$ cat config.mk
export PLATFORM = sky130hd
export DESIGN_NAME = winding_number_point_in_polygon_flat
export DESIGN_NICKNAME = d
export VERILOG_FILES = /design/src/rtl/core/wnp_pkg.sv /design/src/rtl/core/wnp_in_if.sv /design/src/rtl/core/wnp_out_if.sv /design/src/rtl/core/wnp_ctrl.sv /design/src/rtl/core/wnp_datapath.sv /design/src/rtl/core/winding_number_point_in_polygon.sv /design/src/flat_wrapper.sv
export VERILOG_INCLUDE_DIRS = /design/src /design/src/rtl/core
export SDC_FILE = /design/constraint.sdc
export NUM_CORES = 2
export LEC_CHECK = 0
export BUFFER_PORTS_ARGS = -buffer_cell sky130_fd_sc_hd__buf_2
export CAP_MARGIN = 20
export CORE_UTILIZATION = 40
export DETAILED_ROUTE_END_ITERATION = 16
export GPL_ROUTABILITY_DRIVEN = 0
export PLACE_DENSITY_LB_ADDON = 0.12
export SLEW_MARGIN = 40
export SYNTH_ARGS = -nofsm -noshare
export SYNTH_HDL_FRONTEND = slang
export SYNTH_SLANG_ARGS = --single-unit
$ cat constraint.sdc
create_clock -name clk -period 16 [get_ports clk]
set_clock_uncertainty 0.05 [all_clocks]
set_input_delay 0 -clock clk [delete_from_list [all_inputs] [get_ports clk]]
set_output_delay 0 -clock clk [all_outputs]
set_load 0.03 [all_outputs]
$ cat src/rtl/core/winding_number_point_in_polygon_defines.svh
// Assertion macros shared by the core modules.
// Each macro expects clk and rst_n in scope.
`ifndef WINDING_NUMBER_POINT_IN_POLYGON_DEFINES_SVH
`define WINDING_NUMBER_POINT_IN_POLYGON_DEFINES_SVH

// Same-cycle implication.
`define WNP_ASSERT(label, ante, cons, msg) \
    label: assert property (@(posedge clk) disable iff (!rst_n) (ante) |-> (cons)) \
        else $error(msg);

// Next-cycle implication.
`define WNP_ASSERT_NEXT(label, ante, cons, msg) \
    label: assert property (@(posedge clk) disable iff (!rst_n) (ante) |=> (cons)) \
        else $error(msg);

`endif

$ cat src/rtl/core/wnp_pkg.sv
`timescale 1ns / 1ps

package wnp_pkg;

    localparam int MAX_VERTICES_DEF = 64;
    localparam int COORD_BITS_DEF   = 16;

    localparam int OP_BITS = 2;
    localparam logic [OP_BITS-1:0] OP_APPEND = 2'd0;
    localparam logic [OP_BITS-1:0] OP_CLEAR  = 2'd1;
    localparam logic [OP_BITS-1:0] OP_QUERY  = 2'd2;

    localparam int WINDING_BITS = 8;
    localparam int WINDING_MAX  = 127;
    localparam int WINDING_MIN  = -128;

    // Controller to datapath commands
    typedef struct packed {
        logic wr_en;
        logic rd_en;
        logic rd_first;
        logic pt_load;
        logic wn_clear;
        logic out_load;
        logic out_query;
        logic out_dropped;
    } wnp_cmd_t;

    // Datapath to controller status
    typedef struct packed {
        logic pipe_busy;
        logic out_full;
    } wnp_sts_t;

endpackage

$ cat src/rtl/core/wnp_in_if.sv
`timescale 1ns / 1ps

interface wnp_in_if #(
    parameter int COORD_BITS = wnp_pkg::COORD_BITS_DEF
);
    logic                              valid;
    logic                              ready;
    logic [wnp_pkg::OP_BITS-1:0]       op;
    logic signed [COORD_BITS-1:0]      coord_x;
    logic signed [COORD_BITS-1:0]      coord_y;

    modport source (output valid, op, coord_x, coord_y, input ready);
    modport sink   (input valid, op, coord_x, coord_y, output ready);
endinterface

$ cat src/rtl/core/wnp_out_if.sv
`timescale 1ns / 1ps

interface wnp_out_if;
    logic                                   valid;
    logic                                   ready;
    logic                                   status;
    logic                                   inside_res;
    logic signed [wnp_pkg::WINDING_BITS-1:0] winding;

    modport source (output valid, status, inside_res, winding, input ready);
    modport sink   (input valid, status, inside_res, winding, output ready);
endinterface

$ cat src/rtl/core/wnp_ctrl.sv
`timescale 1ns / 1ps
`include "winding_number_point_in_polygon_defines.svh"

module wnp_ctrl #(
    parameter int  MAX_VERTICES = wnp_pkg::MAX_VERTICES_DEF,
    localparam int ADDR_W       = $clog2(MAX_VERTICES),
    localparam int CNT_W        = $clog2(MAX_VERTICES + 1)
) (
    input  logic                          clk,
    input  logic                          rst_n,
    input  logic                          req_valid,
    output logic                          req_ready,
    input  logic [wnp_pkg::OP_BITS-1:0]   req_op,
    output wnp_pkg::wnp_cmd_t             cmd,
    output logic [ADDR_W-1:0]             addr,
    input  wnp_pkg::wnp_sts_t             sts
);

    localparam logic [1:0] ST_IDLE  = 2'd0;
    localparam logic [1:0] ST_READ  = 2'd1;
    localparam logic [1:0] ST_DRAIN = 2'd2;
    localparam logic [1:0] ST_FIN   = 2'd3;

    localparam logic [CNT_W-1:0] CNT_MAX = CNT_W'(MAX_VERTICES);

    logic [1:0]       state_reg, state_next;
    logic [CNT_W-1:0] count_reg, count_next;
    logic [CNT_W-1:0] idx_reg, idx_next;
    logic             dropped_reg, dropped_next;
    logic             query_reg, query_next;

    always_ff @(posedge clk or negedge rst_n)
    begin
        if (!rst_n)
        begin
            state_reg   <= ST_IDLE;
            count_reg   <= '0;
            idx_reg     <= '0;
            dropped_reg <= 1'b0;
            query_reg   <= 1'b0;
        end
        else
        begin
            state_reg   <= state_next;
            count_reg   <= count_next;
            idx_reg     <= idx_next;
            dropped_reg <= dropped_next;
            query_reg   <= query_next;
        end
    end

    always_comb
    begin
        state_next      = state_reg;
        count_next      = count_reg;
        idx_next        = idx_reg;
        dropped_next    = dropped_reg;
        query_next      = query_reg;
        cmd             = '0;
        cmd.out_query   = query_reg;
        cmd.out_dropped = dropped_reg;
        addr            = count_reg[ADDR_W-1:0];
        req_ready       = 1'b0;
        case (state_reg)
            ST_IDLE:
            begin
                req_ready = 1'b1;
                if (req_valid)
                begin
                    dropped_next = 1'b0;
                    query_next   = 1'b0;
                    state_next   = ST_FIN;
                    case (req_op)
                        wnp_pkg::OP_APPEND:
                        begin
                            if (count_reg < CNT_MAX)
                            begin
                                cmd.wr_en  = 1'b1;
                                count_next = count_reg + CNT_W'(1);
                            end
                            else
                            begin
                                dropped_next = 1'b1;
                            end
                        end
                        wnp_pkg::OP_CLEAR:
                        begin
                            count_next = '0;
                        end
                        wnp_pkg::OP_QUERY:
                        begin
                            query_next   = 1'b1;
                            cmd.pt_load  = 1'b1;
                            cmd.wn_clear = 1'b1;
                            idx_next     = '0;
                            // empty polygon skips the walk and reports outside
                            if (count_reg != '0)
                            begin
                                state_next = ST_READ;
                            end
                        end
                        default:
                        begin
                        end
                    endcase
                end
            end
            ST_READ:
            begin
                // walk vertices 0..n-1, then vertex 0 again to close the polygon
                cmd.rd_en    = 1'b1;
                cmd.rd_first = (idx_reg == '0);
                addr         = (idx_reg == count_reg) ? '0 : idx_reg[ADDR_W-1:0];
                idx_next     = idx_reg + CNT_W'(1);
                if (idx_reg == count_reg)
                begin
                    state_next = ST_DRAIN;
                end
            end
            ST_DRAIN:
            begin
                if (!sts.pipe_busy)
                begin
                    state_next = ST_FIN;
                end
            end
            ST_FIN:
            begin
                if (!sts.out_full)
                begin
                    cmd.out_load = 1'b1;
                    state_next   = ST_IDLE;
                end
            end
            default:
            begin
                state_next = ST_IDLE;
            end
        endcase
    end

    `WNP_ASSERT(a_count_bound, 1'b1, count_reg <= CNT_MAX, "vertex count above store depth")
    `WNP_ASSERT_NEXT(a_read_to_drain, (state_reg == ST_READ) && (idx_reg == count_reg), state_reg == ST_DRAIN, "walk did not end after closing edge")
    `WNP_ASSERT_NEXT(a_append_count, (state_reg == ST_IDLE) && req_valid && (req_op == wnp_pkg::OP_APPEND) && (count_reg < CNT_MAX), count_reg == $past(count_reg) + CNT_W'(1), "append did not advance vertex count")

endmodule

$ cat src/rtl/core/wnp_datapath.sv
`timescale 1ns / 1ps
`include "winding_number_point_in_polygon_defines.svh"

module wnp_datapath #(
    parameter int  MAX_VERTICES = wnp_pkg::MAX_VERTICES_DEF,
    parameter int  COORD_BITS   = wnp_pkg::COORD_BITS_DEF,
    localparam int ADDR_W       = $clog2(MAX_VERTICES)
) (
    input  logic                                     clk,
    input  logic                                     rst_n,
    input  wnp_pkg::wnp_cmd_t                        cmd,
    input  logic [ADDR_W-1:0]                        addr,
    input  logic signed [COORD_BITS-1:0]             coord_x,
    input  logic signed [COORD_BITS-1:0]             coord_y,
    output wnp_pkg::wnp_sts_t                        sts,
    input  logic                                     rsp_ready,
    output logic                                     rsp_valid,
    output logic                                     status,
    output logic                                     inside_res,
    output logic signed [wnp_pkg::WINDING_BITS-1:0]  winding
);

    localparam int D    = COORD_BITS + 1;
    localparam int P    = 2 * D;
    localparam int WN_W = $clog2(MAX_VERTICES + 1) + 1;
    localparam int WB   = wnp_pkg::WINDING_BITS;
    localparam logic signed [WN_W-1:0] WN_LIM = WN_W'(MAX_VERTICES);

    // vertex store, x in the upper half
    logic [2*COORD_BITS-1:0] mem [MAX_VERTICES];
    logic [2*COORD_BITS-1:0] rd_data_reg;

    logic signed [COORD_BITS-1:0] px_reg, py_reg;
    logic signed [COORD_BITS-1:0] prev_x_reg, prev_y_reg;
    logic                         rd_v_reg, rd_first_reg;

    logic signed [COORD_BITS-1:0] ax, ay, bx, by;
    logic signed [D-1:0]          dxb, dyp, dxp, dyb;
    logic                         up, dn;

    logic signed [D-1:0] dxb_reg, dyp_reg, dxp_reg, dyb_reg;
    logic                ex_up_reg, ex_dn_reg, ex_v_reg;

    logic signed [P-1:0] p1_reg, p2_reg;
    logic                mul_up_reg, mul_dn_reg, mul_v_reg;

    logic signed [P:0]      cross_val;
    logic signed [WN_W-1:0] wn_reg;
    logic signed [WB-1:0]   wn_sat;

    logic                 out_valid_reg;
    logic                 status_reg;
    logic                 inside_reg;
    logic signed [WB-1:0] winding_reg;
    logic                 out_full;

    always_ff @(posedge clk)
    begin
        if (cmd.wr_en)
        begin
            mem[addr] <= {coord_x, coord_y};
        end
        if (cmd.rd_en)
        begin
            rd_data_reg <= mem[addr];
        end
    end

    always_ff @(posedge clk or negedge rst_n)
    begin
        if (!rst_n)
        begin
            rd_v_reg  <= 1'b0;
            ex_v_reg  <= 1'b0;
            mul_v_reg <= 1'b0;
        end
        else
        begin
            rd_v_reg  <= cmd.rd_en;
            ex_v_reg  <= rd_v_reg && !rd_first_reg;
            mul_v_reg <= ex_v_reg;
        end
    end

    // stage 1: edge from the previous vertex to the one just read
    assign ax = prev_x_reg;
    assign ay = prev_y_reg;
    assign bx = $signed(rd_data_reg[2*COORD_BITS-1:COORD_BITS]);
    assign by = $signed(rd_data_reg[COORD_BITS-1:0]);

    assign dxb = $signed({bx[COORD_BITS-1], bx}) - $signed({ax[COORD_BITS-1], ax});
    assign dyp = $signed({py_reg[COORD_BITS-1], py_reg}) - $signed({ay[COORD_BITS-1], ay});
    assign dxp = $signed({px_reg[COORD_BITS-1], px_reg}) - $signed({ax[COORD_BITS-1], ax});
    assign dyb = $signed({by[COORD_BITS-1], by}) - $signed({ay[COORD_BITS-1], ay});
    assign up  = (ay <= py_reg) && (by > py_reg);
    assign dn  = (ay > py_reg) && (by <= py_reg);

    always_ff @(posedge clk)
    begin
        if (cmd.pt_load)
        begin
            px_reg <= coord_x;
            py_reg <= coord_y;
        end
        rd_first_reg <= cmd.rd_first;
        if (rd_v_reg)
        begin
            prev_x_reg <= bx;
            prev_y_reg <= by;
        end
        dxb_reg    <= dxb;
        dyp_reg    <= dyp;
        dxp_reg    <= dxp;
        dyb_reg    <= dyb;
        ex_up_reg  <= up;
        ex_dn_reg  <= dn;
        // stage 2: the two cross-product terms
        p1_reg     <= dxb_reg * dyp_reg;
        p2_reg     <= dxp_reg * dyb_reg;
        mul_up_reg <= ex_up_reg;
        mul_dn_reg <= ex_dn_reg;
    end

    // stage 3: sign of the cross product and winding update
    assign cross_val = $signed({p1_reg[P-1], p1_reg}) - $signed({p2_reg[P-1], p2_reg});

    always_ff @(posedge clk or negedge rst_n)
    begin
        if (!rst_n)
        begin
            wn_reg <= '0;
        end
        else if (cmd.wn_clear)
        begin
            wn_reg <= '0;
        end
        else if (mul_v_reg)
        begin
            if (mul_up_reg && (cross_val > 0))
            begin
                wn_reg <= wn_reg + WN_W'(1);
            end
            else if (mul_dn_reg && (cross_val < 0))
            begin
                wn_reg <= wn_reg - WN_W'(1);
            end
        end
    end

    if (WN_W > WB)
    begin : g_sat
        localparam logic signed [WN_W-1:0] WN_HI = WN_W'(wnp_pkg::WINDING_MAX);
        localparam logic signed [WN_W-1:0] WN_LO = WN_W'(wnp_pkg::WINDING_MIN);
        always_comb
        begin
            if (wn_reg > WN_HI)
            begin
                wn_sat = WB'(wnp_pkg::WINDING_MAX);
            end
            else if (wn_reg < WN_LO)
            begin
                wn_sat = WB'(wnp_pkg::WINDING_MIN);
            end
            else
            begin
                wn_sat = WB'(wn_reg);
            end
        end
    end
    else
    begin : g_ext
        assign wn_sat = WB'(wn_reg);
    end

    assign out_full = out_valid_reg && !rsp_ready;

    always_ff @(posedge clk or negedge rst_n)
    begin
        if (!rst_n)
        begin
            out_valid_reg <= 1'b0;
        end
        else if (cmd.out_load)
        begin
            out_valid_reg <= 1'b1;
        end
        else if (rsp_ready)
        begin
            out_valid_reg <= 1'b0;
        end
    end

    always_ff @(posedge clk)
    begin
        if (cmd.out_load)
        begin
            status_reg  <= cmd.out_dropped;
            inside_reg  <= cmd.out_query && (wn_reg != '0);
            winding_reg <= cmd.out_query ? wn_sat : '0;
        end
    end

    assign sts.pipe_busy = rd_v_reg || ex_v_reg || mul_v_reg;
    assign sts.out_full  = out_full;

    assign rsp_valid  = out_valid_reg;
    assign status     = status_reg;
    assign inside_res = inside_reg;
    assign winding    = winding_reg;

    `WNP_ASSERT(a_load_free, cmd.out_load, !out_full, "result loaded over an untaken transaction")
    `WNP_ASSERT(a_load_idle, cmd.out_load, !sts.pipe_busy, "result loaded while edges still in flight")
    `WNP_ASSERT(a_wn_bound, 1'b1, (wn_reg <= WN_LIM) && (wn_reg >= -WN_LIM), "winding count beyond vertex count")

endmodule

$ cat src/rtl/core/winding_number_point_in_polygon.sv
// Winding-number point-in-polygon test. The block keeps a closed polygon of up to
// MAX_VERTICES signed vertices in a single-port store; each req transaction appends
// a vertex (op 0), clears the polygon (op 1) or queries a point (op 2), and gives
// exactly one rsp transaction. For a query on an n-vertex polygon, the store read
// port delivers one vertex per cycle over n + 1 reads to close the polygon,
// followed by a three-stage difference, multiply and accumulate pipeline that is
// drained before the result is loaded. A query on an empty polygon skips the
// walk and reports outside. A new transaction is accepted while the previous
// result still waits in the output register; the result holds until rsp.ready
// is seen.
`timescale 1ns / 1ps

module winding_number_point_in_polygon #(
    parameter int  MAX_VERTICES = wnp_pkg::MAX_VERTICES_DEF,
    parameter int  COORD_BITS   = wnp_pkg::COORD_BITS_DEF,
    localparam int ADDR_W       = $clog2(MAX_VERTICES)
) (
    input  logic       clk,
    input  logic       rst_n,
    wnp_in_if.sink     req,
    wnp_out_if.source  rsp
);

    wnp_pkg::wnp_cmd_t  cmd;
    wnp_pkg::wnp_sts_t  sts;
    logic [ADDR_W-1:0]  addr;

    wnp_ctrl #(
        .MAX_VERTICES (MAX_VERTICES)
    ) u_ctrl (
        .clk       (clk),
        .rst_n     (rst_n),
        .req_valid (req.valid),
        .req_ready (req.ready),
        .req_op    (req.op),
        .cmd       (cmd),
        .addr      (addr),
        .sts       (sts)
    );

    wnp_datapath #(
        .MAX_VERTICES (MAX_VERTICES),
        .COORD_BITS   (COORD_BITS)
    ) u_datapath (
        .clk        (clk),
        .rst_n      (rst_n),
        .cmd        (cmd),
        .addr       (addr),
        .coord_x    (req.coord_x),
        .coord_y    (req.coord_y),
        .sts        (sts),
        .rsp_ready  (rsp.ready),
        .rsp_valid  (rsp.valid),
        .status     (rsp.status),
        .inside_res (rsp.inside_res),
        .winding    (rsp.winding)
    );

endmodule
$ cat src/flat_wrapper.sv
// flat-port wrapper written by rule: the top's interface ports become plain ports
module winding_number_point_in_polygon_flat 
#(
    parameter int  MAX_VERTICES = wnp_pkg::MAX_VERTICES_DEF,
    parameter int  COORD_BITS   = wnp_pkg::COORD_BITS_DEF,
    localparam int ADDR_W       = $clog2(MAX_VERTICES)
)
  (clk, rst_n, req_valid, req_op, req_coord_x, req_coord_y, req_ready, rsp_valid, rsp_status, rsp_inside_res, rsp_winding, rsp_ready);
  wnp_in_if #(.COORD_BITS(COORD_BITS)) req_i ();
  wnp_out_if rsp_i ();
  input  logic clk;
  input  logic rst_n;
  input wire logic [$bits(req_i.valid)-1:0] req_valid;
  input wire logic [$bits(req_i.op)-1:0] req_op;
  input wire logic [$bits(req_i.coord_x)-1:0] req_coord_x;
  input wire logic [$bits(req_i.coord_y)-1:0] req_coord_y;
  output wire logic [$bits(req_i.ready)-1:0] req_ready;
  output wire logic [$bits(rsp_i.valid)-1:0] rsp_valid;
  output wire logic [$bits(rsp_i.status)-1:0] rsp_status;
  output wire logic [$bits(rsp_i.inside_res)-1:0] rsp_inside_res;
  output wire logic [$bits(rsp_i.winding)-1:0] rsp_winding;
  input wire logic [$bits(rsp_i.ready)-1:0] rsp_ready;
  assign req_i.valid = req_valid;
  assign req_i.op = req_op;
  assign req_i.coord_x = req_coord_x;
  assign req_i.coord_y = req_coord_y;
  assign req_ready = req_i.ready;
  assign rsp_valid = rsp_i.valid;
  assign rsp_status = rsp_i.status;
  assign rsp_inside_res = rsp_i.inside_res;
  assign rsp_winding = rsp_i.winding;
  assign rsp_i.ready = rsp_ready;
  winding_number_point_in_polygon #(.MAX_VERTICES(MAX_VERTICES), .COORD_BITS(COORD_BITS)) u_core (.clk(clk), .rst_n(rst_n), .req(req_i), .rsp(rsp_i));
endmodule
[After elaboration in Yosys (flattened, before gate mapping)]
Memory sizes are Yosys's and may differ from the RTL's. A register that Yosys moved wholly into a read port is not among the register bits.
Cells that the tools add are included.
Cells by class
  multipliers: 2
  mux-type cells: 36
  shifts and indexed selects: 0
  reductions and logical operators: 26
  eq/ne operators: 12
  bitwise operators: 0
  add/sub/neg operators: 9
  order comparisons: 7
  div/mod/pow operators: 0
Operator list (number)
  $mul 17x17->34: 2
  $sub 16x16->17: 4
  $gt 35x1->1 const B: 1
  $lt 35x1->1 const B: 1
  $sub 34x34->35: 1
  $gt 16x16->1: 2
  $le 16x16->1: 2
  $mux 8: 4
  $pmux 7 s2: 2
  $mux 7: 3
  $mux 2: 10
  $add 7x1->7 const B: 2
  $mux 1: 14
  $mux 6: 2
  $ne 2x2->1 const B: 5
  $add 8x2->8 const B: 1
  $pmux 2 s4: 1
  $reduce_and 4->1: 2
  $reduce_bool 2->1: 4
  $reduce_bool 8->1: 1
  $sub 8x2->8 const B: 1
  $eq 7x7->1: 1
  $logic_and 1x1->1: 7
  $logic_not 7->1: 1
  other kinds (11): 18
Storage, ports and cells
  bits in latches: 0
  memory bits (read-only): 0
  RAM bits: 2048
  input bits: 38
  bits in registers: 245
  memories kept: 1
Memory list
  u_core.u_datapath.mem: words 64, width 32, rd ports 1, clocked after memory_dff 1, wr ports 1, RTL line wnp_datapath.sv:30  | logic [2*COORD_BITS-1:0] mem [MAX_VERTICES];

[Longest topological paths before layout]
  word-level depth: 7
  depth in mapped cells: 27
  depth with buffers taken out: 25

[Cells and area by module]
Synthesis repeated with hierarchy kept, for this count alone.
Second synthesis, totals
  cell total of the unflattened synthesis: 7509
  area, all modules: 108801.8 um2
Modules (own cells, without submodules)
  wnp_datapath: cells an instance 7369, instances 1, seq. area each 67805.0 um2, area an instance 107510.6 um2
  wnp_ctrl: cells an instance 140, instances 1, seq. area each 450.4 um2, area an instance 1291.2 um2

[Worst setup path before layout]
Ideal clock, no wire load.
  path kind: reg-to-reg
  from: register u_core.u_datapath.dyb_reg[9]
  to: register u_core.u_datapath.p2_reg[33]
  arrival: 6.080 ns
  buffers on the path: 3
  cell stages (with the launch flop): 25
  data required time: 15.878 ns
  path slack: 9.797 ns
  cell sequence: dfxtp_1 clkbuf_1 clkbuf_1 nand2_1 fa_1 inv_1 fa_1 fa_1 fa_1 fa_1 inv_1 fa_1 inv_1 ha_1 clkbuf_1 o2111ai_1 nor2_1 a31o_2 a311o_1 nand2_1 o221ai_1 a211oi_1 o21ai_0 a21oi_1 xnor2_1
On the way
  cells in the longest elaborated chain, start to end: 1
Ends and longest elaborated chain
  start, declared: RTL line wnp_datapath.sv:41  | logic signed [D-1:0] dxb_reg, dyp_reg, dxp_reg, dyb_reg;
  start signal, assigned: RTL line wnp_datapath.sv:114  | dyb_reg <= dyb;
  $mul 17x17->34: RTL line wnp_datapath.sv:119  | p2_reg <= dxp_reg * dyb_reg;
  end signal, assigned: RTL line wnp_datapath.sv:119
  end, declared: RTL line wnp_datapath.sv:44  | logic signed [P-1:0] p1_reg, p2_reg;
Every way passes these cells.
A chain may end at the register's enable or synchronous reset.

[Worst setup path after layout]
  from: register u_core.u_datapath.dyp_reg[9]
  to: register u_core.u_datapath.p1_reg[32]
On the way
  cells in the longest elaborated chain, start to end: 1
Ends and longest elaborated chain
  start, declared: RTL line wnp_datapath.sv:41
  start signal, assigned: RTL line wnp_datapath.sv:112  | dyp_reg <= dyp;
  $mul 17x17->34: RTL line wnp_datapath.sv:118  | p1_reg <= dxb_reg * dyp_reg;
  end signal, assigned: RTL line wnp_datapath.sv:118
  end, declared: RTL line wnp_datapath.sv:44
Every way passes these cells.

==> impl_summary.md <==
Status
The flow ran to the end, and the final reports show no timing, DRC or antenna violations.

Global route
The total overflow left after global routing is 0. The first-pass GRT wire length is 509000 um. The number of global-route vias before repair came to 69700.

The initial antenna violation count is 25. The combined global-route utilization of all metal layers is 25.3%. Entering global routing, the biggest net connects 99 pins.

CTS
The clock passes through at most 4 buffers. The number of gates resized after cts is 0. The later pin in the worst-skew pair is clocked with a latency of ~0.90 ns.

For this design, the sink count on the clock tree is 2325. The number of setup buffers added after CTS is 0. The root buffer cell is sky130_fd_sc_hd__clkbuf_16.

The H-tree generated during clock tree synthesis spans 5 levels. The register clock-pin slew on the reported worst setup and hold paths is 0.06 ns. The total CTS buffers is ~270. The TritonCTS clock tree is built.

Drt
The number of vias after detailed routing is 69400. Dividing the detail-routed via count by the number of cells gives 5.73. In the routed design, unresolved DRC markers number 0. The average wire per cell in the routed design is 29.5 um. The count of routing violations after the opening detailed-route iteration is 8652. Before antenna repair, the detailed router went through 10 iterations. Wires add up to about 360000 um. Once detail routing completed, the nets flagged for antenna violations numbered 0.

Timing
After layout, the worst path uses a little over two fifths of the clock period. Setup repair after global routing left no endpoint under its margin. The total count of max-transition violations in the final report is 0. The final critical delay including setup and external delays is roughly 7 ns.

The total of endpoints with negative setup slack in the final report is 0. For the pin with the worst max-slew slack, the measured transition is 1.00 ns. In the final timing run, aggregate negative setup slack is 0 ns. In this run the tightest slew margin relative to its limit is 33.3%. Static timing analysis puts the maximum clock frequency at 145 MHz. The number of hold violations in the final report was 0.

Worst setup path
Data on the critical path is required at its endpoint by 16.70 ns. The kind of critical path is flip-flop to flip-flop. The maximum fanout encountered on the critical timing path is 17. The arrival time of the worst setup path is approximately 7.6 ns. The nature of the critical path endpoint is a flip-flop.

The critical path launch point type is a flip-flop.

Floorplanning
Row generation in the floorplan step produced between 150 and 200 rows. In this run the count of I/O pins placed on the die edge is 50. Measured along the y axis, the die boundary spans 528 um. For this configuration, the core starts out at a cell density of around 40%. The width of the die is 528 um. The full die area is 0.278 sq mm. The area of the core is roughly 0.27 sq mm.

Placement
Summing all placed instances gives a cell area of 0.116 sq mm. The HPWL after detailed placement is 221000 um. In this run the tool buffered the top-level ports with 49 buffer cells.

Synthesis
The post-synthesis area per instance is 13.7 sq um. The number of storage elements in the synthesis netlist is approximately 2300. In the synthesized netlist, the number of instances is 8044. The share of async-settable or async-resettable flops after synthesis is 1.29%. The number of enable-type register cells in the synthesized netlist is 2154. sky130_fd_sc_hd__edfxtp_1 takes more of the synthesized area than any other cell. The count of cell types in the netlist is 87. Sequential elements use 61.7% of the synthesized area. By area the synthesized netlist is led by sky130_fd_sc_hd__edfxtp_1 59%, sky130_fd_sc_hd__fa_1 11%, sky130_fd_sc_hd__ha_1 3.4%. The share of synthesized area in the top cell type comes to 58.5%. Synthesis produced a netlist with a net count of around 9000. For this run, the leading register cell type out of synthesis is sky130_fd_sc_hd__edfxtp_1. The number of warnings reported in the yosys synthesis log is 0. Summing every instance area after synthesis gives 0.111 sq mm.

Worst hold path
The min-delay analysis places its worst path in the category input pin to flip-flop.

Final layout
The number of filler cells placed in the layout is 24500. The share of post-route cells with drive strength above 1 is 9.24%. In the final design database the tool counted between 9000 and 10000 nets. Relative to the synthesized area, the layout overhead comes to 13.4%.

The flip-flop and latch area is 0.0683 sq mm. The post-route cell area is 0.125 sq mm. The multi-input combinational cells in the finished layout cover a total of 0.0386 sq mm. The register with the most flip-flops in the layout has about 2000 of them.

Pwr
The static power due to leakage is 45.3 nW. In this run the power density over the cells is 101 mW/mm^2. The largest vdd supply drop is 93.8 uV. The design draws 12.6 mW.

Flow run
The tool flagged a number of max-cap violations equal to 0.
## synthesized netlist by cell type, types with 70 or more instances
master,n
sky130_fd_sc_hd__buf_1,90
sky130_fd_sc_hd__a21oi_1,501
sky130_fd_sc_hd__fa_1,598
sky130_fd_sc_hd__dfxtp_1,141
sky130_fd_sc_hd__nand2_1,804
sky130_fd_sc_hd__a221oi_1,70
sky130_fd_sc_hd__nor2_1,252
sky130_fd_sc_hd__clkbuf_1,311
sky130_fd_sc_hd__xnor2_1,105
sky130_fd_sc_hd__and2_1,313
sky130_fd_sc_hd__mux2i_1,108
sky130_fd_sc_hd__a222oi_1,359
sky130_fd_sc_hd__ha_1,299
sky130_fd_sc_hd__inv_1,797
sky130_fd_sc_hd__a22oi_1,109
sky130_fd_sc_hd__o21ai_0,130
sky130_fd_sc_hd__nand3_1,150
sky130_fd_sc_hd__edfxtp_1,2154
## worst max-delay path, cell delays in order (launching register included)
cell                        delay [ns]
sky130_fd_sc_hd__dfxtp_1          0.85
sky130_fd_sc_hd__nand2_1          0.19
sky130_fd_sc_hd__fa_1             0.55
sky130_fd_sc_hd__inv_1            0.05
sky130_fd_sc_hd__fa_1             0.50
sky130_fd_sc_hd__inv_1            0.06
sky130_fd_sc_hd__fa_1             0.53
sky130_fd_sc_hd__inv_1            0.05
sky130_fd_sc_hd__fa_1             0.47
sky130_fd_sc_hd__fa_1             0.49
sky130_fd_sc_hd__inv_1            0.05
sky130_fd_sc_hd__fa_1             0.47
sky130_fd_sc_hd__inv_1            0.04
sky130_fd_sc_hd__ha_1             0.33
sky130_fd_sc_hd__nor2b_1          0.15
sky130_fd_sc_hd__o21ai_0          0.15
sky130_fd_sc_hd__nand2b_1         0.09
sky130_fd_sc_hd__a21o_1           0.23
sky130_fd_sc_hd__a21oi_1          0.41
sky130_fd_sc_hd__o2111ai_1        0.23
sky130_fd_sc_hd__a41o_1           0.30
sky130_fd_sc_hd__a31oi_1          0.24
sky130_fd_sc_hd__o21ai_0          0.15
sky130_fd_sc_hd__xor2_1           0.16
## final cells by class
| type | instances | area share [%] |
|---|---|---|
| tap | 3686 | 3.68 |
| multi-input combinational | 4510 | 30.8 |
| timing repair buffer | 310 | 2.08 |
| clock buffer | 319 | 5.52 |
| sequential | 2325 | 54.5 |
| clock inverter | 150 | 1.04 |
| inverter | 797 | 2.39 |
| antenna | 22 | 0.0439 |
## power breakdown
group / internal [mW] / leakage (nW) / switching [mW]
clock: 3.32 / 3.99 / 2.52
combinational: 0.0208 / 20.3 / 0.114
sequential: 6.63 / 21.0 / 0.00000000000000000619
## per-layer routing
metal | wire [um] | vias to the layer above | GRT usage, % | part of all wire (%)
met5 | 96 | - | 0 | 0.027
met4 | 14200 | 14 | 9.37 | 4.0
met3 | 24400 | 539 | 3.37 | 6.8
met2 | 174000 | 2799 | 42.8 | 49
met1 | 144000 | 36100 | 33.3 | 40
li1 | - | 30000 | - | -
## layout by cell type, fill, tap and decap left out, drive strengths merged, types with 23 or more instances in the layout
cell type    instances
edfxtp            2154
inv                814
nand2              804
fa                 598
a21oi              501
a222oi             359
clkbuf             319
and2               313
ha                 299
buf                266
nor2               253
nand3              150
o21ai              145
dfxtp              141
clkinv             112
a22oi              109
mux2i              108
xnor2              105
a221oi              72
o22ai               57
nand4               56
a31oi               56
a21o                50
dlygate4sd3         44
nor3                39
and3                33
nor2b               33
dfrtp               30
nand2b              29
a21boi              29
xor2                26
o211ai              23
nor4                23
## final timing paths
check                      cells past startpoint  slack, ns                                      start                                      end
max                                           23       9.08       u_core.u_datapath.dyp_reg[9]$_DFF_P_     u_core.u_datapath.p1_reg[32]$_DFF_P_
min                                            4       0.09                                  req_op[1]   u_core.u_ctrl.count_reg[1]$_DFFE_PN0P_
max reg2reg                                   23       9.08       u_core.u_datapath.dyp_reg[9]$_DFF_P_     u_core.u_datapath.p1_reg[32]$_DFF_P_
min reg2reg                                    1       0.32  u_core.u_datapath.rd_first_reg$_SDFF_PN0_     u_core.u_datapath.ex_v_reg$_DFF_PN0_
max in group asynchronous                      4      15.57                                      rst_n  u_core.u_datapath.wn_reg[6]$_DFFE_PN0P_
min in group asynchronous                      4       0.13                                      rst_n  u_core.u_datapath.rsp_valid$_DFFE_PN0P_
## cells by family after synthesis
logic type	Yosys count	synth area share (%)
flops	2325	61.7
fa+ha+maj	897	14.2
mux	111	1.01
xor+xnor	131	1.04
compound gates	1589	10.3
simple gates	1782	7.54
buf+inv	1209	4.12
## metrics by stage
stage	setup WS [ns]	hold WS (ns)	cells	util [%]
2_1_floorplan	9.80	-0.346	8044	-
3_3_place_gp	9.20	0.0728	11600	42.3
3_5_place_dp	9.16	0.0940	11600	42.4
4_1_cts	9.11	0.0308	12100	45.6
5_1_grt	8.71	0.114	12100	45.7
6_report	9.08	0.0912	12100	45.7
## repair_timing
action,in CTS,in global routing
hold endpoints to repair,2142,0
setup endpoints to repair,0,0
hold buffers,45,0
Power figures use the tool's default switching activity.
